$ cat src/rtl/gpioev_pkg.sv
// ----------------------------------------------------------------------------
// gpioev_pkg
// Codes, register word offsets, item layout and result layout for the gpio bank
// ----------------------------------------------------------------------------
package gpioev_pkg;

    localparam int unsigned KIND_W      = 2;
    localparam int unsigned WORD_W      = 6;
    localparam int unsigned DATA_W      = 32;
    localparam int unsigned FSEL_W      = 30;
    localparam int unsigned FSEL_WORDS  = 4;
    localparam int unsigned FN_W        = 3;
    localparam int unsigned PINS_PER_FW = 10;
    localparam int unsigned PULL_W      = 2;

    localparam int unsigned IN_TDATA_W  = 72;
    localparam int unsigned OUT_TDATA_W = 168;

    localparam logic [KIND_W-1:0] KIND_READ  = 2'd0;
    localparam logic [KIND_W-1:0] KIND_WRITE = 2'd1;
    localparam logic [KIND_W-1:0] KIND_TICK  = 2'd2;

    localparam logic [WORD_W-1:0] W_FSEL0   = 6'd0;
    localparam logic [WORD_W-1:0] W_FSEL1   = 6'd1;
    localparam logic [WORD_W-1:0] W_FSEL2   = 6'd2;
    localparam logic [WORD_W-1:0] W_FSEL3   = 6'd3;
    localparam logic [WORD_W-1:0] W_SET     = 6'd7;
    localparam logic [WORD_W-1:0] W_CLR     = 6'd10;
    localparam logic [WORD_W-1:0] W_LEV     = 6'd13;
    localparam logic [WORD_W-1:0] W_EDS     = 6'd16;
    localparam logic [WORD_W-1:0] W_REN     = 6'd19;
    localparam logic [WORD_W-1:0] W_FEN     = 6'd22;
    localparam logic [WORD_W-1:0] W_AREN    = 6'd31;
    localparam logic [WORD_W-1:0] W_AFEN    = 6'd34;
    localparam logic [WORD_W-1:0] W_PUD     = 6'd37;
    localparam logic [WORD_W-1:0] W_PUDCLK  = 6'd38;

    localparam logic [FN_W-1:0] FN_OUTPUT = 3'b001;

    typedef struct packed {
        logic [KIND_W-1:0] kind;
        logic [WORD_W-1:0] reg_word;
        logic [DATA_W-1:0] write_data;
        logic [DATA_W-1:0] pin_sample;
    } item_t;

    typedef struct packed {
        logic                 event_irq;
        logic [2*DATA_W-1:0]  pull_mode;
        logic [DATA_W-1:0]    pin_enable;
        logic [DATA_W-1:0]    pin_drive;
        logic [DATA_W-1:0]    read_data;
    } result_t;

endpackage

$ cat src/rtl/gpio_bank_with_edge_events.sv
// ----------------------------------------------------------------------------
// gpio_bank_with_edge_events
// 32-pin gpio bank with word registers, edge event capture and pull control
// ----------------------------------------------------------------------------
// usage
//   slave stream carries one item per handshake: a bus read, a bus write or a
//   pin sample tick (tuser holds the kind). the master stream returns one
//   result per item, showing the bank state after that item: read data,
//   output latch, output enables, pull state per pin and the event interrupt.
//   an accepted item waits in the input register; the update logic loads
//   the result register from it when that register is empty or being read.
//   throughput: one item per cycle while m_axis_tready is high, set by the
//   single-pass update between the two registers; all state lives in flops.
//   reset: state registers clear (payload registers are not reset), every pin
//   is an input, no events, pulls off, both stream registers empty.
//   stall: while the receiver holds tready low the result register holds; one
//   more item waits in the input register, then s_axis_tready drops.
// ----------------------------------------------------------------------------
module gpio_bank_with_edge_events #(
    parameter int unsigned PIN_COUNT = 32
) (
    input  logic                               clk,
    input  logic                               rst_n,
    input  logic                               s_axis_tvalid,
    output logic                               s_axis_tready,
    // reg_word, write_data, pin_sample, zero pad
    input  logic [gpioev_pkg::IN_TDATA_W-1:0]  s_axis_tdata,
    // kind
    input  logic [gpioev_pkg::KIND_W-1:0]      s_axis_tuser,
    output logic                               m_axis_tvalid,
    input  logic                               m_axis_tready,
    // read_data, pin_drive, pin_enable, pull_mode, event_irq, zero pad
    output logic [gpioev_pkg::OUT_TDATA_W-1:0] m_axis_tdata
);
    import gpioev_pkg::*;

    localparam logic [DATA_W-1:0] PIN_MASK =
        DATA_W'((64'd1 << PIN_COUNT) - 64'd1);
    localparam int unsigned RES_W = $bits(result_t);

    logic                in_valid_reg;
    item_t               in_item_reg;
    logic                out_valid_reg;
    result_t             out_res_reg;
    logic                advance;

    logic [FSEL_W-1:0]   fsel_reg [FSEL_WORDS];
    logic [FSEL_W-1:0]   fsel_next [FSEL_WORDS];
    logic [DATA_W-1:0]   latch_reg, latch_next;
    logic [DATA_W-1:0]   eds_reg, eds_next;
    logic [DATA_W-1:0]   ren_reg, ren_next;
    logic [DATA_W-1:0]   fen_reg, fen_next;
    logic [DATA_W-1:0]   aren_reg, aren_next;
    logic [DATA_W-1:0]   afen_reg, afen_next;
    logic [PULL_W-1:0]   pud_reg, pud_next;
    logic [2*DATA_W-1:0] pull_reg, pull_next;
    logic [DATA_W-1:0]   lev_reg, lev_next;

    logic [DATA_W-1:0]   rd;
    logic [DATA_W-1:0]   wd;
    logic [DATA_W-1:0]   smp;
    logic [DATA_W-1:0]   rise;
    logic [DATA_W-1:0]   fall;
    logic [DATA_W-1:0]   oe;
    logic                tick_fire;

    assign advance       = in_valid_reg && (!out_valid_reg || m_axis_tready);
    assign s_axis_tready = !in_valid_reg || advance;
    assign tick_fire     = advance && (in_item_reg.kind == KIND_TICK);

    assign wd   = in_item_reg.write_data & PIN_MASK;
    assign smp  = in_item_reg.pin_sample & PIN_MASK;
    assign rise = smp & ~lev_reg & (ren_reg | aren_reg);
    assign fall = ~smp & lev_reg & (fen_reg | afen_reg);

    // register read mux
    always_comb
    begin
        rd = '0;
        if (in_item_reg.kind == KIND_READ)
        begin
            unique case (in_item_reg.reg_word)
                W_FSEL0:  rd = DATA_W'(fsel_reg[0]);
                W_FSEL1:  rd = DATA_W'(fsel_reg[1]);
                W_FSEL2:  rd = DATA_W'(fsel_reg[2]);
                W_FSEL3:  rd = DATA_W'(fsel_reg[3]);
                W_LEV:    rd = lev_reg;
                W_EDS:    rd = eds_reg;
                W_REN:    rd = ren_reg;
                W_FEN:    rd = fen_reg;
                W_AREN:   rd = aren_reg;
                W_AFEN:   rd = afen_reg;
                W_PUD:    rd = DATA_W'(pud_reg);
                default:  rd = '0;
            endcase
        end
    end

    // state update for writes and ticks
    always_comb
    begin
        for (int i = 0; i < FSEL_WORDS; i++)
        begin
            fsel_next[i] = fsel_reg[i];
        end
        latch_next = latch_reg;
        eds_next   = eds_reg;
        ren_next   = ren_reg;
        fen_next   = fen_reg;
        aren_next  = aren_reg;
        afen_next  = afen_reg;
        pud_next   = pud_reg;
        pull_next  = pull_reg;
        lev_next   = lev_reg;
        unique case (in_item_reg.kind)
            KIND_WRITE:
            begin
                unique case (in_item_reg.reg_word)
                    W_FSEL0:  fsel_next[0] = in_item_reg.write_data[FSEL_W-1:0];
                    W_FSEL1:  fsel_next[1] = in_item_reg.write_data[FSEL_W-1:0];
                    W_FSEL2:  fsel_next[2] = in_item_reg.write_data[FSEL_W-1:0];
                    W_FSEL3:  fsel_next[3] = in_item_reg.write_data[FSEL_W-1:0];
                    W_SET:    latch_next = latch_reg | wd;
                    W_CLR:    latch_next = latch_reg & ~in_item_reg.write_data;
                    W_EDS:    eds_next = eds_reg & ~in_item_reg.write_data;
                    W_REN:    ren_next = wd;
                    W_FEN:    fen_next = wd;
                    W_AREN:   aren_next = wd;
                    W_AFEN:   afen_next = wd;
                    W_PUD:    pud_next = in_item_reg.write_data[PULL_W-1:0];
                    W_PUDCLK:
                    begin
                        for (int p = 0; p < DATA_W; p++)
                        begin
                            if (wd[p])
                            begin
                                pull_next[PULL_W*p +: PULL_W] = pud_reg;
                            end
                        end
                    end
                    default:  ;
                endcase
            end
            KIND_TICK:
            begin
                eds_next = eds_reg | ((rise | fall) & PIN_MASK);
                lev_next = smp;
            end
            default:  ;
        endcase
    end

    // output enables from the updated function select
    for (genvar p = 0; p < DATA_W; p++)
    begin : g_oe
        localparam int unsigned FW  = (p / PINS_PER_FW) % FSEL_WORDS;
        localparam int unsigned LSB = (p % PINS_PER_FW) * FN_W;
        assign oe[p] = PIN_MASK[p] && (fsel_next[FW][LSB +: FN_W] == FN_OUTPUT);
    end

    always_ff @(posedge clk or negedge rst_n)
    begin
        if (!rst_n)
        begin
            in_valid_reg  <= 1'b0;
            out_valid_reg <= 1'b0;
            for (int i = 0; i < FSEL_WORDS; i++)
            begin
                fsel_reg[i] <= '0;
            end
            latch_reg <= '0;
            eds_reg   <= '0;
            ren_reg   <= '0;
            fen_reg   <= '0;
            aren_reg  <= '0;
            afen_reg  <= '0;
            pud_reg   <= '0;
            pull_reg  <= '0;
            lev_reg   <= '0;
        end
        else
        begin
            if (s_axis_tready)
            begin
                in_valid_reg <= s_axis_tvalid;
            end
            if (advance)
            begin
                out_valid_reg <= 1'b1;
                for (int i = 0; i < FSEL_WORDS; i++)
                begin
                    fsel_reg[i] <= fsel_next[i];
                end
                latch_reg <= latch_next;
                eds_reg   <= eds_next;
                ren_reg   <= ren_next;
                fen_reg   <= fen_next;
                aren_reg  <= aren_next;
                afen_reg  <= afen_next;
                pud_reg   <= pud_next;
                pull_reg  <= pull_next;
                lev_reg   <= lev_next;
            end
            else if (m_axis_tready)
            begin
                out_valid_reg <= 1'b0;
            end
        end
    end

    // payload registers
    always_ff @(posedge clk)
    begin
        if (s_axis_tready && s_axis_tvalid)
        begin
            in_item_reg.kind       <= s_axis_tuser;
            in_item_reg.reg_word   <= s_axis_tdata[WORD_W-1:0];
            in_item_reg.write_data <= s_axis_tdata[WORD_W +: DATA_W];
            in_item_reg.pin_sample <= s_axis_tdata[WORD_W+DATA_W +: DATA_W];
        end
        if (advance)
        begin
            out_res_reg.read_data  <= rd;
            out_res_reg.pin_drive  <= latch_next;
            out_res_reg.pin_enable <= oe;
            out_res_reg.pull_mode  <= pull_next;
            out_res_reg.event_irq  <= |eds_next;
        end
    end

    assign m_axis_tvalid = out_valid_reg;
    assign m_axis_tdata  = {{(OUT_TDATA_W-RES_W){1'b0}}, out_res_reg};

    // input side only blocks when both registers are full and the sink stalls
    a_ready_only_when_full: assert property (@(posedge clk) disable iff (!rst_n)
        !s_axis_tready |-> (in_valid_reg && out_valid_reg && !m_axis_tready))
        else $error("input stalled without a full pipeline");

    a_advance_fills_output: assert property (@(posedge clk) disable iff (!rst_n)
        advance |=> out_valid_reg)
        else $error("result register not loaded after advance");

    a_events_only_from_ticks: assert property (@(posedge clk) disable iff (!rst_n)
        (|(eds_reg & ~$past(eds_reg))) |-> $past(tick_fire))
        else $error("event status set outside a tick");

    a_irq_matches_status: assert property (@(posedge clk) disable iff (!rst_n)
        $past(advance) |-> (out_res_reg.event_irq == (|eds_reg)))
        else $error("interrupt disagrees with event status");

    a_enable_within_pins: assert property (@(posedge clk) disable iff (!rst_n)
        out_valid_reg |-> ((out_res_reg.pin_enable & ~PIN_MASK) == '0))
        else $error("output enable set beyond the pin count");

endmodule
$ cat config.mk
export PLATFORM = sky130hd
export DESIGN_NAME = gpio_bank_with_edge_events
export DESIGN_NICKNAME = d
export VERILOG_FILES = /design/src/rtl/gpioev_pkg.sv /design/src/rtl/gpio_bank_with_edge_events.sv
export SDC_FILE = /design/constraint.sdc
export NUM_CORES = 1
export LEC_CHECK = 0
export ABC_AREA = 1
export BUFFER_PORTS_ARGS = -buffer_cell sky130_fd_sc_hd__buf_2
export CORE_ASPECT_RATIO = 0.75
export CORE_UTILIZATION = 45
export CTS_CLUSTER_DIAMETER = 50
export DETAILED_ROUTE_END_ITERATION = 8
export PLACE_DENSITY = 0.65
export REMOVE_ABC_BUFFERS = 1
export SLEW_MARGIN = 20
export SYNTH_ARGS = -nofsm -noshare
export SYNTH_HDL_FRONTEND = slang
export SYNTH_SLANG_ARGS = --single-unit
$ cat constraint.sdc
create_clock -name clk -period 6.6 [get_ports clk]
set_clock_uncertainty 0.15 [all_clocks]
set_input_delay 1.32 -clock clk [delete_from_list [all_inputs] [get_ports clk]]
set_output_delay 1.32 -clock clk [all_outputs]
set_load 0.005 [all_outputs]
# After elaboration in Yosys (flattened, before gate mapping)
# Cells that the tools add are included.
dict set report totals {
  reg_bits 645
  input_bits 78
  output_inout_bits 170
  elab_cells 149
}
dict set report op_classes {
  n_eq_ne 47
  muxes 46
  bitwise 14
  n_reduce_logical 17
}
# operator n
set op_table {}
lappend op_table {{case mux 32 bit (11 select lines)} 1}
lappend op_table {{bitwise AND 32 bit} 6}
lappend op_table {{bitwise OR 32 bit} 5}
lappend op_table {{two-way mux 64 bit} 2}
lappend op_table {{case mux 32 bit (2 select lines)} 2}
lappend op_table {{two-way mux 120 bit} 1}
lappend op_table {{two-way mux 30 bit} 4}
lappend op_table {{equality test 3 x 1 -> 1 bit, second input constant} 32}
lappend op_table {{NOT 32 bit} 3}
lappend op_table {{two-way mux 2 bit} 32}
lappend op_table {{two-way mux 32 bit} 2}
lappend op_table {{OR reduction 32 bit} 1}
lappend op_table {{equality test 6 x 5 -> 1 bit, second input constant} 4}
lappend op_table {{equality test 6 bit, second input constant} 3}
lappend op_table {{AND reduction 3 bit} 6}
lappend op_table {{equality test 6 x 2 -> 1 bit, second input constant} 2}
lappend op_table {{equality test 6 x 4 -> 1 bit, second input constant} 2}
lappend op_table {{equality test 6 x 1 -> 1 bit, second input constant} 1}
lappend op_table {{equality test 6 x 3 -> 1 bit, second input constant} 1}
lappend op_table {{logical NOT 6 bit} 1}
lappend op_table {{equality test 2 x 1 -> 1 bit, second input constant} 1}
lappend op_table {{equality test 2 bit, second input constant} 1}
lappend op_table {{logical AND 1 bit} 2}
lappend op_table {{logical NOT 1 bit} 2}
lappend op_table {{5 further kinds} 7}

# Depth between registers and ports, before layout
dict set report depth {
  word_depth 7
  mapped_depth 14
  depth_no_buf 12
}

# Worst setup path before layout
# Ideal clock, no wire load.
dict set report synth_timing {
  path_kind {input to register}
  startpoint {input m_axis_tready}
  endpoint {register out_res_reg, in the netlist m_axis_tdata[0] (enable)}
  setup_ns 0.588
  arrival_time_ns 6.524
  required_ns 5.862
  slack_ns -0.662
  cell_stages 6
  n_path_buf 2
  path_cell_list {inv_1 nand2_1 nand2_1 inv_2 clkbuf_1 clkbuf_1}
}
dict set report synth_between {
  elab_chain_len 2
}
# element line_no
set synth_lines {}
lappend synth_lines {{from (decl)} gpio_bank_with_edge_events.sv:31} ;# input logic m_axis_tready,
lappend synth_lines {{logical OR 1 bit} gpio_bank_with_edge_events.sv:67} ;# assign advance = in_valid_reg && (!out_valid_reg || m_axis_tready);
lappend synth_lines {{logical AND 1 bit} gpio_bank_with_edge_events.sv:67}
lappend synth_lines {{net advance} gpio_bank_with_edge_events.sv:45} ;# logic advance;
lappend synth_lines {{to (decl)} gpio_bank_with_edge_events.sv:44} ;# result_t out_res_reg;
# The timed path passes the listed nets, and every way through them passes these cells.
# A chain may end at the register's enable or synchronous reset.

# Worst setup path after layout
dict set report layout_timing {
  startpoint {register in_item_reg[70] (netlist name)}
  endpoint {register out_res_reg, in the netlist m_axis_tdata[160], data pin}
}
dict set report layout_between {
  elab_chain_len 3
  word_cells_on_any_way 4
  classes_between {eq/ne: 2; mux: 1; reduce/logical: 1}
}
# element line_no
set layout_lines {}
lappend layout_lines {{from (decl)} gpio_bank_with_edge_events.sv:42} ;# item_t in_item_reg;
lappend layout_lines {{equality test 2 bit or equality test 2 x 1 -> 1 bit (tied branches)} gpio_bank_with_edge_events.sv:115} ;# unique case (in_item_reg.kind)
lappend layout_lines {{case mux 32 bit (2 select lines) *} gpio_bank_with_edge_events.sv:115}
lappend layout_lines {{OR reduction 32 bit *} gpio_bank_with_edge_events.sv:227} ;# out_res_reg.event_irq <= |eds_next;
# Every way passes the cells marked *; elsewhere a longest branch is shown, timed or not.

==> flow_summary.html <==
<table>
<tr><th>Metric</th><th>Value</th></tr>
<tr><th colspan="2">Status</th></tr>
<tr><td>Outcome</td><td>finished, final reports clean</td></tr>
<tr><th colspan="2">Floorplan</th></tr>
<tr><td>Die area</td><td>0.0642 mm^2</td></tr>
<tr><td>DIE HEIGHT</td><td>220 um</td></tr>
<tr><td>Starting density of the core</td><td>45.6%</td></tr>
<tr><td>Overall die width</td><td>292 um</td></tr>
<tr><td>Top Ports</td><td>248</td></tr>
<tr><td>Std-Cell Core Area</td><td>0.0623 mm^2</td></tr>
<tr><td>FP Rows</td><td>79</td></tr>
<tr><th colspan="2">Global route</th></tr>
<tr><td>First-pass GRT wire length</td><td>129000 um</td></tr>
<tr><td>All-Layer GR Usage</td><td>26.2%</td></tr>
<tr><td>Number of antenna violations at the first check in global routing</td><td>2</td></tr>
<tr><td>Maximum number of pins on one net before global-route repair</td><td>169</td></tr>
<tr><td>Overall overflow remaining after global route</td><td>0</td></tr>
<tr><td>Via count of the first global-routing pass</td><td>21.7k</td></tr>
<tr><th colspan="2">Detailed routing</th></tr>
<tr><td>Starting DRC count in detailed routing</td><td>2456</td></tr>
<tr><td>M1 wire length</td><td>37200 um</td></tr>
<tr><td>Routed length on met2</td><td>36700 um</td></tr>
<tr><td>Via-to-Cell Ratio</td><td>5.50</td></tr>
<tr><td>DR WL/cell</td><td>19.9 um</td></tr>
<tr><td>Highest routed metal layer</td><td>met4</td></tr>
<tr><td>Routed met3 length</td><td>7010 um</td></tr>
<tr><td>Vias after detailed routing</td><td>23.0k</td></tr>
<tr><td>Length of the first detailed-routing pass in iterations</td><td>6</td></tr>
<tr><td>Antenna viol nets, final</td><td>0</td></tr>
<tr><td>Total detailed-routing wirelength</td><td>83200 um</td></tr>
<tr><td>Number of remaining DRC errors</td><td>0</td></tr>
<tr><th colspan="2">Clock tree</th></tr>
<tr><td>CTS resizes</td><td>0</td></tr>
<tr><td>Buffer type at the clock tree root</td><td>clkbuf_16</td></tr>
<tr><td>Buffers from clock root to sink, at most</td><td>3</td></tr>
<tr><td>Clock latency at the later pin of the worst-skew pair</td><td>610 ps</td></tr>
<tr><td>Num CTS Buffers</td><td>66</td></tr>
<tr><td>Cts-stage hold buffer count</td><td>0</td></tr>
<tr><td>Post-CTS setup buffer count</td><td>0</td></tr>
<tr><td>H-tree depth reported by CTS</td><td>3</td></tr>
<tr><td>Clock tree from TritonCTS</td><td>yes</td></tr>
<tr><td>CTS clock-pin slew for the worst setup and hold paths</td><td>60 ps</td></tr>
<tr><td>Clk sink count</td><td>645</td></tr>
<tr><th colspan="2">Power</th></tr>
<tr><td>Share of power burned in registers</td><td>49.6%</td></tr>
<tr><td>Peak supply drop</td><td>208 uV</td></tr>
<tr><td>Power Internal</td><td>7540 uW</td></tr>
<tr><td>Net switching fraction of the power</td><td>28.7%</td></tr>
<tr><td>Net switching component of the power</td><td>3040 uW</td></tr>
<tr><td>Combinational group share of total power</td><td>15.3%</td></tr>
<tr><td>Areal power density over the cells</td><td>326 mW/mm^2</td></tr>
<tr><td>Clock group share of total power</td><td>35.1%</td></tr>
<tr><td>Leak</td><td>0.0147 uW</td></tr>
<tr><th colspan="2">Final layout</th></tr>
<tr><td>Area growth from synthesis to layout</td><td>14.0%</td></tr>
<tr><td>Fin nets</td><td>3406</td></tr>
<tr><td>Max reg flops</td><td>161</td></tr>
<tr><td>Fraction of layout instances using a drive strength above 1</td><td>11.8%</td></tr>
<tr><td>Fin util</td><td>52.0%</td></tr>
<tr><td>Final instance count without filler cells</td><td>4187</td></tr>
<tr><td># fillers</td><td>5754</td></tr>
<tr><th colspan="2">STA</th></tr>
<tr><td>Final hold violations</td><td>0</td></tr>
<tr><td>Maximum operating frequency</td><td>263 MHz</td></tr>
<tr><td>Setup repair after global routing missed its margin</td><td>false</td></tr>
<tr><td>Pins Over Slew Limit</td><td>0</td></tr>
<tr><td>Worst slew margin relative to its limit</td><td>23.2%</td></tr>
<tr><td>Crit path time final</td><td>3800 ps</td></tr>
<tr><td>Setup Viol. Count Final</td><td>0</td></tr>
<tr><td>Transition time at the pin with the least slew margin</td><td>1150 ps</td></tr>
<tr><td>Post-route fraction of the period consumed by the critical path</td><td>57.6%</td></tr>
<tr><th colspan="2">Place</th></tr>
<tr><td>HPWL reported at the end of detailed placement</td><td>49900 um</td></tr>
<tr><td>Post-Place Cells</td><td>4067</td></tr>
<tr><td>RePlAce Congestion</td><td>0.867</td></tr>
<tr><td>Count of buffers inserted at the top-level ports</td><td>238</td></tr>
<tr><th colspan="2">Synthesis</th></tr>
<tr><td>Area contributors post-synth</td><td>dfrtp_1 36%, edfxtp_1 25%, nand2_1 15%, o21ai_0 7.0%, o21ai_1 3.2%</td></tr>
<tr><td>Sequential cell area fraction in the yosys report</td><td>60.9%</td></tr>
<tr><td>Number of enable flip-flop cells after synthesis</td><td>233</td></tr>
<tr><td>Post-Syn Area per Cell</td><td>9.00 um^2</td></tr>
<tr><td>Commonest register cell after synthesis</td><td>dfrtp_1</td></tr>
<tr><td>Flip-flop and latch count after synthesis</td><td>645</td></tr>
<tr><td>Total of warnings raised by yosys</td><td>0</td></tr>
<tr><td>Unique masters post-synth</td><td>40</td></tr>
<tr><td>Top-area cell type share of the netlist area</td><td>36.3%</td></tr>
<tr><td>Library cell with the largest summed area after synthesis</td><td>dfrtp_1</td></tr>
<tr><td>Post-synthesis instance area</td><td>0.0284 mm^2</td></tr>
<tr><td>Instance count of the mapped netlist</td><td>3157</td></tr>
<tr><td>Share of async-settable or async-resettable flops after synthesis</td><td>63.9%</td></tr>
<tr><th colspan="2">Min path</th></tr>
<tr><td>Worst Hold Class</td><td>reg -&gt; reg</td></tr>
<tr><th colspan="2">Setup path</th></tr>
<tr><td>Startpoint Class</td><td>register</td></tr>
<tr><td>Critical path endpoint category</td><td>register</td></tr>
<tr><td>Top fanout value on the critical path</td><td>22</td></tr>
<tr><td>CP required</td><td>6760 ps</td></tr>
<tr><td>Arrival time worst endpoint</td><td>3960 ps</td></tr>
<tr><td>Critical path start-end classification</td><td>reg -&gt; reg</td></tr>
<tr><th colspan="2">Run</th></tr>
<tr><td>Number of max-cap violations</td><td>0</td></tr>
</table>
==> cells in the final DEF (no fill, tap or decap), types with 6 or more instances in the layout <==
cell type	instances
o21ai_1	181
edfxtp_1	233
a21oi_1	94
clkbuf_8	7
nor3b_1	20
clkbuf_1	17
inv_1	221
nor2_1	61
nand4_1	21
o22ai_1	23
clkinv_1	8
clkinv_2	8
a211oi_1	15
o2111ai_1	11
nand2_2	6
buf_4	29
dfrtp_1	412
o21ai_0	400
nor3_1	12
buf_2	237
clkbuf_16	69
inv_2	9
nand3_1	63
a221oi_1	11
nand2_1	1108
a22o_1	7
conb_1	7
and3_1	10
o211ai_1	29
==> cells in the mapped netlist (12+ instances only) <==
cell type / count
inv_1: 225
clkbuf_1: 119
a211oi_1: 15
buf_1: 18
nand2_1: 1114
a21oi_1: 94
dfrtp_1: 412
edfxtp_1: 233
o21ai_0: 400
nor2_1: 62
nor3b_1: 20
o22ai_1: 23
o21ai_1: 181
nor3_1: 12
o211ai_1: 29
buf_2: 29
nand3_1: 65
nand4_1: 21
==> routing by layer <==
layer  GRT usage (%)  vias to the layer above
li1                -                    10900
met1            38.1                    11100
met2            39.4                      917
met3            5.23                      145
met4            8.44                        0
met5               0                        -
==> critical path, cell delays in order, from the launching register on <==
cell	delay, ps
edfxtp_1	410
inv_1	90
ha_1	320
nand2_1	70
buf_4	430
inv_1	490
and3_1	340
a21oi_1	450
nand2_1	140
nor2_1	120
nand2_1	120
nor2_1	140
nand2_1	180
==> logic make-up (layout without fill, tap and decap cells) <==
group,Yosys count,count (layout),synth area share [%]
AOI/OAI and AO/OA,781,781,14.7
adders and majority gates,3,3,0.132
buffers and inverters,411,622,5.71
DFF,645,645,60.9
other,1,10,0.0132
and+or+nand+nor,1316,1316,18.5
==> path summary, 6_finish.rpt <==
check | from | to | slack [ps] | depth (start not counted)
worst min-delay path | latch_reg[15]$_DFFE_PN0P_ | latch_reg[15]$_DFFE_PN0P_ | 320 | 2
max in group asynchronous | rst_n | aren_reg[20]$_DFFE_PN0P_ | 4510 | 2
min in group asynchronous | rst_n | pull_reg[44]$_DFFE_PN0P_ | 540 | 1
worst max register to register | in_item_reg[70]$_DFFE_PP_ | m_axis_tdata[160]$_DFFE_PP_ | 2800 | 12
worst max-delay path | in_item_reg[70]$_DFFE_PP_ | m_axis_tdata[160]$_DFFE_PP_ | 2800 | 12
worst min register to register | latch_reg[15]$_DFFE_PN0P_ | latch_reg[15]$_DFFE_PN0P_ | 320 | 2
==> power groups by stage <==
stage	Clock [uW]	Sequential, uW	Combinational [uW]
2_1_floorplan	0	5250	938
5_1_grt	3940	5320	1840
4_1_cts	3780	5240	1620
6_report	3720	5250	1610
3_5_place_dp	0	5300	1610
3_3_place_gp	0	5300	1570
==> final cells by class <==
class / count / area (um^2) / share of cell area (%)
Sequential cell: 645 / 17300 / 53.4
Multi-Input combinational cell: 2107 / 9580 / 29.6
Clock inverter: 24 / 215 / 0.664
Inverter: 234 / 887 / 2.74
Clock buffer: 93 / 1890 / 5.82
Antenna cell: 3 / 7.51 / 0.0232
Timing Repair Buffer: 271 / 1500 / 4.63
Tap cell: 810 / 1010 / 3.13
==> through the flow <==
stage | area, um^2 | TNS, ps | total power, uW | setup WS (ps) | hold WS, ps
3_5_place_dp | 30300 | 0 | 6920 | 2420 | 309
5_1_grt | 32400 | 0 | 11100 | 2690 | 345
4_1_cts | 32400 | 0 | 10600 | 2880 | 327
3_3_place_gp | 30300 | 0 | 6870 | 2380 | 306
2_1_floorplan | 27700 | -1374610 | 6190 | -4910 | 293
6_report | 32400 | 0 | 10600 | 2800 | 324
(Power assumes the default switching activity.)
